<file path="config.mk">
export PLATFORM = sky130hd
export DESIGN_NAME = terrain_patch_triangle_indexer_unit
export DESIGN_NICKNAME = d
export VERILOG_FILES = /design/src/hw/rtl/tpti_pkg.sv /design/src/hw/rtl/tpti_cfg.sv /design/src/hw/rtl/tpti_corner.sv /design/src/hw/rtl/tpti_geom.sv /design/src/hw/rtl/tpti_wind.sv /design/src/hw/rtl/terrain_patch_triangle_indexer_unit.sv
export SDC_FILE = /design/constraint.sdc
export NUM_CORES = 2
export LEC_CHECK = 0
export CAP_MARGIN = 30
export CELL_PAD_IN_SITES_DETAIL_PLACEMENT = 1
export CELL_PAD_IN_SITES_GLOBAL_PLACEMENT = 2
export CORE_UTILIZATION = 46
export DETAILED_ROUTE_END_ITERATION = 12
export DONT_BUFFER_PORTS = 1
export MAX_ROUTING_LAYER = met4
export PLACE_DENSITY = 0.86
export SLEW_MARGIN = 25
export SYNTH_ARGS = -nofsm -noshare
export SYNTH_HDL_FRONTEND = slang
export SYNTH_SLANG_ARGS = --single-unit
</file>
<file path="constraint.sdc">
create_clock -name clock -period 22 [get_ports clock]
set_input_delay 4.4 -clock clock [delete_from_list [all_inputs] [get_ports clock]]
set_output_delay 4.4 -clock clock [all_outputs]
set_load 0.005 [all_outputs]
</file>
<file path="src/hw/rtl/tpti_pkg.sv">
// ----------------------------------------------------------------------------
// tpti_pkg
// shared types, codes and helpers of the terrain patch triangle indexer
// ----------------------------------------------------------------------------
package tpti_pkg;

   localparam int CountW   = 7;   // cell count and step registers
   localparam int MaskW    = 8;   // edge stitch mask register
   localparam int CoordW   = 6;   // coarse cell column and row
   localparam int PosW     = 7;   // vertex coordinate, 0..count
   localparam int GridW    = 8;   // vertices per row, count + 1
   localparam int LogW     = 3;   // log2 of the step
   localparam int IdxW     = 13;  // vertex index
   localparam int ProdW    = PosW + GridW;
   localparam int CsrIdxW  = 2;
   localparam int CsrDataW = 8;
   localparam int NumCorner = 4;

   localparam int EdgeNorth = 0;
   localparam int EdgeSouth = 1;
   localparam int EdgeEast  = 2;
   localparam int EdgeWest  = 3;
   localparam logic [MaskW-1:0] EdgeAll = 8'h0f;

   localparam logic [CountW-1:0] ResetCells = 7'd64;
   localparam logic [CountW-1:0] ResetStep  = 7'd1;
   localparam logic [MaskW-1:0]  ResetMask  = 8'h00;

   typedef enum logic [1:0] {
      STATUS_OK      = 2'd0,
      STATUS_BAD_KEY = 2'd1,
      STATUS_OUTSIDE = 2'd2
   } status_type;

   typedef enum logic [CsrIdxW-1:0] {
      CSR_CELLS_WIDE  = 2'd0,
      CSR_CELLS_TALL  = 2'd1,
      CSR_DETAIL_STEP = 2'd2,
      CSR_EDGE_MASK   = 2'd3
   } csr_index_type;

   typedef struct packed {
      logic [CoordW-1:0] cell_col;
      logic [CoordW-1:0] cell_row;
   } req_type;

   typedef struct packed {
      status_type      status;
      logic            first_valid;
      logic [IdxW-1:0] first_i0;
      logic [IdxW-1:0] first_i1;
      logic [IdxW-1:0] first_i2;
      logic            second_valid;
      logic [IdxW-1:0] second_i0;
      logic [IdxW-1:0] second_i1;
      logic [IdxW-1:0] second_i2;
   } rsp_type;

   // decoded patch configuration
   typedef struct packed {
      logic              key_ok;
      logic [PosW-1:0]   cx;
      logic [PosW-1:0]   cy;
      logic [GridW-1:0]  width;
      logic [3:0]        mask;
   } geom_cfg_type;

   typedef struct packed {
      logic [PosW-1:0] x;
      logic [PosW-1:0] y;
   } vtx_type;

   // corner stage payload: a, b, c, d corners after snapping
   typedef struct packed {
      status_type                 status;
      vtx_type [NumCorner-1:0]    corner;
   } corner_type;

   // geometry stage payload
   typedef struct packed {
      status_type                       status;
      logic [1:0]                       area_pos;
      logic [1:0]                       area_neg;
      logic [NumCorner-1:0][IdxW-1:0]   idx;
   } geom_type;

   // snap along stitched edges, applied in north, south, east, west order
   function automatic vtx_type snap_vertex(vtx_type v, logic [PosW-1:0] cx,
                                           logic [PosW-1:0] cy, logic [3:0] mask);
      vtx_type r;
      r = v;
      if (r.y == '0 && mask[EdgeNorth] && r.x[0]) r.x = r.x - 7'd1;
      if (r.y == cy && mask[EdgeSouth] && r.x[0]) r.x = r.x - 7'd1;
      if (r.x == cx && mask[EdgeEast] && r.y[0]) r.y = r.y - 7'd1;
      if (r.x == '0 && mask[EdgeWest] && r.y[0]) r.y = r.y - 7'd1;
      return r;
   endfunction

endpackage

</file>
<file path="src/hw/rtl/tpti_cfg.sv">
// ----------------------------------------------------------------------------
// tpti_cfg
// configuration registers and decode of the patch key
// ----------------------------------------------------------------------------
module tpti_cfg #(
   parameter int MAX_CELLS = 64
) (
   input  logic                            clock,
   input  logic                            reset,
   input  logic                            csr_we,
   input  logic [tpti_pkg::CsrIdxW-1:0]    csr_index,
   input  logic [tpti_pkg::CsrDataW-1:0]   csr_wdata,
   output tpti_pkg::geom_cfg_type          cfg
);

   localparam logic [tpti_pkg::CountW:0] MaxCount = (tpti_pkg::CountW+1)'(MAX_CELLS);

   logic [tpti_pkg::CountW-1:0] cells_wide_ff, cells_tall_ff, detail_step_ff;
   logic [tpti_pkg::MaskW-1:0]  edge_mask_ff;

   logic [tpti_pkg::CountW-1:0] step_m1;
   logic [tpti_pkg::LogW-1:0]   step_log;
   logic                        step_pow2;
   logic                        range_ok;

   always_ff @(posedge clock) begin
      if (reset) begin
         cells_wide_ff  <= tpti_pkg::ResetCells;
         cells_tall_ff  <= tpti_pkg::ResetCells;
         detail_step_ff <= tpti_pkg::ResetStep;
         edge_mask_ff   <= tpti_pkg::ResetMask;
      end else if (csr_we) begin
         case (tpti_pkg::csr_index_type'(csr_index))
            tpti_pkg::CSR_CELLS_WIDE:  cells_wide_ff  <= csr_wdata[tpti_pkg::CountW-1:0];
            tpti_pkg::CSR_CELLS_TALL:  cells_tall_ff  <= csr_wdata[tpti_pkg::CountW-1:0];
            tpti_pkg::CSR_DETAIL_STEP: detail_step_ff <= csr_wdata[tpti_pkg::CountW-1:0];
            tpti_pkg::CSR_EDGE_MASK:   edge_mask_ff   <= csr_wdata;
            default: ;
         endcase
      end
   end

   // decode follows the registers directly, so the cell right after a write sees it
   always_comb begin
      step_m1   = detail_step_ff - 7'd1;
      step_pow2 = (detail_step_ff != '0) && ((detail_step_ff & step_m1) == '0);
      step_log  = '0;
      for (int i = 0; i < tpti_pkg::CountW; i++) begin
         if (detail_step_ff[i]) step_log = tpti_pkg::LogW'(i);
      end
      range_ok = (cells_wide_ff != '0) && (cells_tall_ff != '0)
               && ({1'b0, cells_wide_ff} <= MaxCount) && ({1'b0, cells_tall_ff} <= MaxCount)
               && ({1'b0, detail_step_ff} <= MaxCount) && step_pow2
               && ((cells_wide_ff & step_m1) == '0) && ((cells_tall_ff & step_m1) == '0)
               && ((edge_mask_ff & ~tpti_pkg::EdgeAll) == '0);
      cfg.cx     = cells_wide_ff >> step_log;
      cfg.cy     = cells_tall_ff >> step_log;
      cfg.width  = {1'b0, cfg.cx} + 8'd1;
      cfg.mask   = edge_mask_ff[3:0];
      cfg.key_ok = range_ok
         && !((edge_mask_ff[tpti_pkg::EdgeNorth] || edge_mask_ff[tpti_pkg::EdgeSouth])
              && cfg.cx[0])
         && !((edge_mask_ff[tpti_pkg::EdgeEast] || edge_mask_ff[tpti_pkg::EdgeWest])
              && cfg.cy[0]);
   end

endmodule

</file>
<file path="src/hw/rtl/tpti_corner.sv">
// ----------------------------------------------------------------------------
// tpti_corner
// first stage: key and range check, cell corners and edge snapping
// ----------------------------------------------------------------------------
module tpti_corner (
   input  logic                    clock,
   input  logic                    reset,
   input  logic                    in_valid,
   input  tpti_pkg::req_type       req,
   input  tpti_pkg::geom_cfg_type  cfg,
   output logic                    out_valid,
   output tpti_pkg::corner_type    out_data
);

   logic                  valid_ff;
   tpti_pkg::corner_type  data_ff, data_in;
   tpti_pkg::vtx_type     raw [tpti_pkg::NumCorner];
   logic [tpti_pkg::PosW-1:0] x0, y0;

   always_comb begin
      x0 = {1'b0, req.cell_col};
      y0 = {1'b0, req.cell_row};
      raw[0] = '{x: x0,        y: y0};
      raw[1] = '{x: x0 + 7'd1, y: y0};
      raw[2] = '{x: x0,        y: y0 + 7'd1};
      raw[3] = '{x: x0 + 7'd1, y: y0 + 7'd1};
      for (int k = 0; k < tpti_pkg::NumCorner; k++) begin
         data_in.corner[k] = tpti_pkg::snap_vertex(raw[k], cfg.cx, cfg.cy, cfg.mask);
      end
      if (!cfg.key_ok) begin
         data_in.status = tpti_pkg::STATUS_BAD_KEY;
      end else if (x0 >= cfg.cx || y0 >= cfg.cy) begin
         data_in.status = tpti_pkg::STATUS_OUTSIDE;
      end else begin
         data_in.status = tpti_pkg::STATUS_OK;
      end
   end

   always_ff @(posedge clock) begin
      if (reset) begin
         valid_ff <= 1'b0;
      end else begin
         valid_ff <= in_valid;
      end
   end

   always_ff @(posedge clock) begin
      data_ff <= data_in;
   end

   assign out_valid = valid_ff;
   assign out_data  = data_ff;

endmodule

</file>
<file path="src/hw/rtl/tpti_geom.sv">
// ----------------------------------------------------------------------------
// tpti_geom
// second stage: cross product signs and linear vertex indices
// ----------------------------------------------------------------------------
module tpti_geom (
   input  logic                    clock,
   input  logic                    reset,
   input  logic                    in_valid,
   input  tpti_pkg::corner_type    in_data,
   input  tpti_pkg::geom_cfg_type  cfg,
   output logic                    out_valid,
   output tpti_pkg::geom_type      out_data
);

   logic                 valid_ff;
   tpti_pkg::geom_type   data_ff, data_in;
   logic signed [16:0]   area_first, area_second;
   logic [tpti_pkg::ProdW-1:0] row_base [tpti_pkg::NumCorner];

   function automatic logic signed [16:0] twice_area(tpti_pkg::vtx_type a,
                                                     tpti_pkg::vtx_type b,
                                                     tpti_pkg::vtx_type c);
      logic signed [7:0]  bx, by, cxd, cyd;
      logic signed [15:0] p0, p1;
      bx  = $signed({1'b0, b.x}) - $signed({1'b0, a.x});
      by  = $signed({1'b0, b.y}) - $signed({1'b0, a.y});
      cxd = $signed({1'b0, c.x}) - $signed({1'b0, a.x});
      cyd = $signed({1'b0, c.y}) - $signed({1'b0, a.y});
      p0  = bx * cyd;
      p1  = by * cxd;
      return 17'(p0) - 17'(p1);
   endfunction

   always_comb begin
      area_first  = twice_area(in_data.corner[0], in_data.corner[1], in_data.corner[2]);
      area_second = twice_area(in_data.corner[1], in_data.corner[3], in_data.corner[2]);
      data_in.status      = in_data.status;
      data_in.area_pos[0] = !area_first[16] && (area_first != '0);
      data_in.area_neg[0] = area_first[16];
      data_in.area_pos[1] = !area_second[16] && (area_second != '0);
      data_in.area_neg[1] = area_second[16];
      for (int k = 0; k < tpti_pkg::NumCorner; k++) begin
         row_base[k] = tpti_pkg::ProdW'(in_data.corner[k].y)
                     * tpti_pkg::ProdW'(cfg.width)
                     + tpti_pkg::ProdW'(in_data.corner[k].x);
         data_in.idx[k] = row_base[k][tpti_pkg::IdxW-1:0];
      end
   end

   always_ff @(posedge clock) begin
      if (reset) begin
         valid_ff <= 1'b0;
      end else begin
         valid_ff <= in_valid;
      end
   end

   always_ff @(posedge clock) begin
      data_ff <= data_in;
   end

   assign out_valid = valid_ff;
   assign out_data  = data_ff;

endmodule

</file>
<file path="src/hw/rtl/tpti_wind.sv">
// ----------------------------------------------------------------------------
// tpti_wind
// third stage: winding, dropped triangles and the result register
// ----------------------------------------------------------------------------
module tpti_wind (
   input  logic                  clock,
   input  logic                  reset,
   input  logic                  in_valid,
   input  tpti_pkg::geom_type    in_data,
   output logic                  rsp_valid,
   output tpti_pkg::rsp_type     rsp_data
);

   logic               valid_ff;
   tpti_pkg::rsp_type  rsp_ff, rsp_in;
   logic               ok;

   always_comb begin
      rsp_in        = '0;
      rsp_in.status = in_data.status;
      ok            = (in_data.status == tpti_pkg::STATUS_OK);
      if (ok && in_data.area_pos[0]) begin
         rsp_in.first_valid = 1'b1;
         rsp_in.first_i0    = in_data.idx[0];
         rsp_in.first_i1    = in_data.idx[1];
         rsp_in.first_i2    = in_data.idx[2];
      end else if (ok && in_data.area_neg[0]) begin
         rsp_in.first_valid = 1'b1;
         rsp_in.first_i0    = in_data.idx[0];
         rsp_in.first_i1    = in_data.idx[2];
         rsp_in.first_i2    = in_data.idx[1];
      end
      if (ok && in_data.area_pos[1]) begin
         rsp_in.second_valid = 1'b1;
         rsp_in.second_i0    = in_data.idx[1];
         rsp_in.second_i1    = in_data.idx[3];
         rsp_in.second_i2    = in_data.idx[2];
      end else if (ok && in_data.area_neg[1]) begin
         rsp_in.second_valid = 1'b1;
         rsp_in.second_i0    = in_data.idx[1];
         rsp_in.second_i1    = in_data.idx[2];
         rsp_in.second_i2    = in_data.idx[3];
      end
   end

   always_ff @(posedge clock) begin
      if (reset) begin
         valid_ff <= 1'b0;
      end else begin
         valid_ff <= in_valid;
      end
   end

   always_ff @(posedge clock) begin
      rsp_ff <= rsp_in;
   end

   assign rsp_valid = valid_ff;
   assign rsp_data  = rsp_ff;

endmodule

</file>
<file path="src/hw/rtl/terrain_patch_triangle_indexer_unit.sv">
// ----------------------------------------------------------------------------
// terrain_patch_triangle_indexer_unit
// result: an accepted transaction shows on rsp_valid/rsp_data for one cycle,
//   after the corner, geom and wind registers (three register stages)
// throughput: one cell per cycle, busy stays low, every start is taken
// reset: synchronous, active high; clears stage valid bits and restores
//   the patch registers to 64 x 64 cells, step 1, no stitched edges
// the receiver cannot stall, so no backpressure path exists
// ----------------------------------------------------------------------------
module terrain_patch_triangle_indexer_unit #(
   parameter int MAX_CELLS = 64
) (
   input  logic                            clock,
   input  logic                            reset,
   // cell request
   input  logic                            start,
   output logic                            busy,
   input  tpti_pkg::req_type               req_cell,
   // triangle result
   output logic                            rsp_valid,
   output tpti_pkg::rsp_type               rsp_data,
   // configuration writes
   input  logic                            csr_we,
   input  logic [tpti_pkg::CsrIdxW-1:0]    csr_index,
   input  logic [tpti_pkg::CsrDataW-1:0]   csr_wdata
);

   tpti_pkg::geom_cfg_type  cfg;
   logic                    accept;
   logic                    s1_valid, s2_valid;
   tpti_pkg::corner_type    s1_data;
   tpti_pkg::geom_type      s2_data;

   // every stage advances every cycle, so a new cell is always welcome
   assign busy   = 1'b0;
   assign accept = start && !busy;

   // patch registers; decode (coarse counts, row pitch, key check) follows
   // the registers; the user must write configuration only while the pipe is empty, the block does not enforce it
   tpti_cfg #(
      .MAX_CELLS (MAX_CELLS)
   ) u_cfg (
      .clock     (clock),
      .reset     (reset),
      .csr_we    (csr_we),
      .csr_index (csr_index),
      .csr_wdata (csr_wdata),
      .cfg       (cfg)
   );

   // stage 1: status, four corners, stitched edge snapping
   tpti_corner u_corner (
      .clock     (clock),
      .reset     (reset),
      .in_valid  (accept),
      .req       (req_cell),
      .cfg       (cfg),
      .out_valid (s1_valid),
      .out_data  (s1_data)
   );

   // stage 2: cross product sign per triangle, row * pitch + column indices
   tpti_geom u_geom (
      .clock     (clock),
      .reset     (reset),
      .in_valid  (s1_valid),
      .in_data   (s1_data),
      .cfg       (cfg),
      .out_valid (s2_valid),
      .out_data  (s2_data)
   );

   // stage 3: counter-clockwise winding, zero-area drop, result register
   tpti_wind u_wind (
      .clock     (clock),
      .reset     (reset),
      .in_valid  (s2_valid),
      .in_data   (s2_data),
      .rsp_valid (rsp_valid),
      .rsp_data  (rsp_data)
   );

endmodule

</file>
==> out/results.tsv <==
metric	value	unit
outcome	complete, no violations	
post-synthesis async set-or-reset flop share	0	%
Mapped Cells	3023	
register area share after synthesis	16.3	%
Final Instance Area	0.0297	mm²
EDFF count, synth	0	
Final Hold Fails	0	
synth unique cells	82	
WL/cell	21.6	µm
# setup viols final	0	
clock root cell	clkbuf_16	
RSZ-0062 raised after global routing	no	
final worst-path cycle share	37.9	%
Final GP Congestion	0.933	
synthesis-stage register bit count	228	
clock sink count	228	
Final TNS setup	0	ns
Post-Synth Adder-Cell Area	44.2	%
worst min-delay path category	reg -> reg	
top_reg_cell synth	dfxtp_1	
WL met1	35100	µm
Top Ports	110	
Syn Area/Cell	9.25	µm²
initial antenna violation count	2	
proportion of synthesized area in mux cells	1.23	%
Die ar.	0.0618	mm²
Data required, critical path	22.44	ns
area fraction in compound gates after synthesis	8.89	%
Slew headroom	32.8	%
TritonCTS clock tree	built	
largest net degree at the start of global routing	33	
mapped cell area	0.0280	mm²
gr usage total	27.9	%
TritonCTS buffer count	27	
YS warnings	0	
Final Max Slew Viols	0	
Avg Vias per Cell	5.35	
PnR worst setup slack	13.65	ns
Post-Synthesis Net Count	3782	
Period minus WS final	8.35	ns
remaining global-route overflow	0	
Crit. End Element	flip-flop	
XOR/XNOR Fraction of Synth Area	6.91	%
fmax	120	MHz
die width	249	µm
DR WL met3	2800	µm
critical path's slowest cell	xor2_1	
Worst Tran Pin Value	1.00	ns
Core Region	0.0602	mm²
Initial DRT Pass Iterations	5	
Initial Utilization	46.4	%
post-layout util	49.3	%
Port-buffer cells	0	
Critical Path Most Common Cell	fa_1	
Die Y-Extent	249	µm
crit start category	flip-flop	
H-tree level count	1	
met2 wire len	41700	µm
DRT Wirelength	82000	µm
Site Rows	90	
dpl ws	13.69	ns
share of cells above drive strength 1	3.58	%
Max-Cap Viols	0	
Hold Buf Count CTS	0	
Critical Path AT	8.79	ns
Post-CTS Setup Inserts	0	
CP Class	reg -> reg	
initial DRC count	886	
worst r2r path cells	29	
worst-path fanout max	8	
Placement Cell Area	0.0288	mm²
post-CTS sizing	0	
peak per-stage delay on the critical path	0.61	ns
Skew-Pair Late Insertion Delay	0.56	ns
Max clock buf depth	3	
main combinational cell family by area after synthesis	adder cells	
Layout Nets	3756	
clock skew	0.0117	ns
first-pass GRT wire length	130000	µm
vias in the first global route	23400	
DRC	0	
WHS Path Cells	0	
Post-Synth Simple-Gate Area	13.2	%
Area Growth Syn to Fin	6.22	%
clock slew at reported path FFs	0.07	ns
HPWL Detailed	69200	µm
Antenna Nets Post-Route	0	
vias	20300	
DR top layer	met4	
[synth_stat cells, types with 4 or more instances]
library cell	instances	area [µm²]
clkbuf_1	54	203
nor2b_1	38	238
a22o_1	53	464
xor2_1	53	464
nand3_1	18	90.1
nand4_1	5	31.3
ha_1	310	3880
o211ai_1	6	45.0
buf_2	9	45.0
a21oi_1	105	526
inv_1	603	2260
o21a_1	10	75.1
dfxtp_1	228	4560
nor4_1	12	75.1
xnor2_1	157	1380
o21bai_1	20	150
o21ai_0	49	245
buf_4	4	30.0
a31oi_1	8	50.1
and3_1	8	50.1
or2_2	7	43.8
a21boi_0	5	37.5
nor3_1	24	120
xnor2_2	4	65.1
nand3b_1	4	30.0
nand2_1	206	773
nand2b_1	37	231
and2_1	116	726
or4_1	7	52.6
nor2_1	267	1000
a21o_1	54	405
mux2i_1	32	320
o2111ai_1	9	78.8
a211oi_1	9	67.6
fa_1	423	8470
or3_1	7	43.8
[per-layer routing]
metal  up-vias  global-route usage, %
li1       9380                      -
met1     10500                   33.6
met2       331                   49.1
met3       125                   3.08
met4         0                   8.31
met5         -                      -
[cells by family (layout without fill, tap and decap cells)]
group | Yosys count | count (layout)
and+or+nand+nor | 776 | 776
muxes | 34 | 34
DFF | 228 | 228
xor gates and xnor gates | 215 | 215
AOI/OAI and AO/OA | 358 | 358
adders and majority gates | 733 | 733
buffers and inverters | 678 | 671
other | 1 | 3
[state kept, by name, indices dropped and copies added, names as in the netlist]
| name | count |
|---|---|
| u_cfg.cells_tall_ff | 7 |
| u_cfg.cells_wide_ff | 7 |
| u_cfg.detail_step_ff | 7 |
| u_cfg.edge_mask_ff | 8 |
| u_corner.out_data | 56 |
| u_corner.out_valid | 1 |
| u_geom.out_data | 58 |
| u_geom.out_valid | 1 |
| u_wind.rsp_data | 82 |
| u_wind.rsp_valid | 1 |
[worst paths after layout]
path                                             to  slack, ns                   from
worst max-delay path            u_geom.out_data[55]      13.65  u_corner.out_data[28]
worst min-delay path            u_geom.out_data[57]       0.39  u_corner.out_data[57]
worst max register to register  u_geom.out_data[55]      13.65  u_corner.out_data[28]
worst min register to register  u_geom.out_data[57]       0.39  u_corner.out_data[57]
[layout by cell type, fill, tap and decap left out, types with 6 or more instances in the layout]
master     instances
nor4_1            12
nand2_1          206
nand3_1           18
nor2b_1           38
inv_1            603
nor2_1           267
dfxtp_1          228
xnor2_1          155
o21bai_1          20
a31oi_1            8
ha_1             310
nor3_1            24
or2_2              7
xnor2_2            6
o21ai_0           49
and3_1             8
o2111ai_1          9
buf_4             16
or4_1              7
a211oi_1           9
xor2_1            53
clkbuf_16         27
o21a_1            10
or3_1              7
a21o_1            54
o211ai_1           6
fa_1             423
and2_1           116
a22o_1            53
mux2i_1           32
a21oi_1          105
nand2b_1          37
[area by class of cell]
type	instances	area [µm²]
Antenna cell	2	5.00
Multi-Input combinational cell	2117	20800
Tap cell	782	978
Clock inverter	16	173
Fill cell	6886	30500
Inverter	605	2270
Clock buffer	32	734
Timing Repair Buffer	18	150
Sequential cell	228	4560
[critical path: cells and delay by family (launching register included)]
family                   cells  cell delay, ns
AO/OA/AOI/OAI                6            1.04
XOR/XNOR                     1            0.61
adder cells (fa/ha/maj)      9            4.08
buffers and inverters        6            0.56
flip-flops                   1            0.35
multiplexers                 1            0.16
AND/OR/NAND/NOR              6            1.44
[through the flow]
step           instances  hold WS, ns
4_1_cts             3796        0.384
5_1_grt             3799        0.392
6_report            3800        0.393
2_1_floorplan       3023        0.310
3_5_place_dp        3748        0.376
3_3_place_gp        3748        0.376
Power is not shown: default switching activity piles up to over one toggle a cycle in this logic, so the estimate is an artifact.
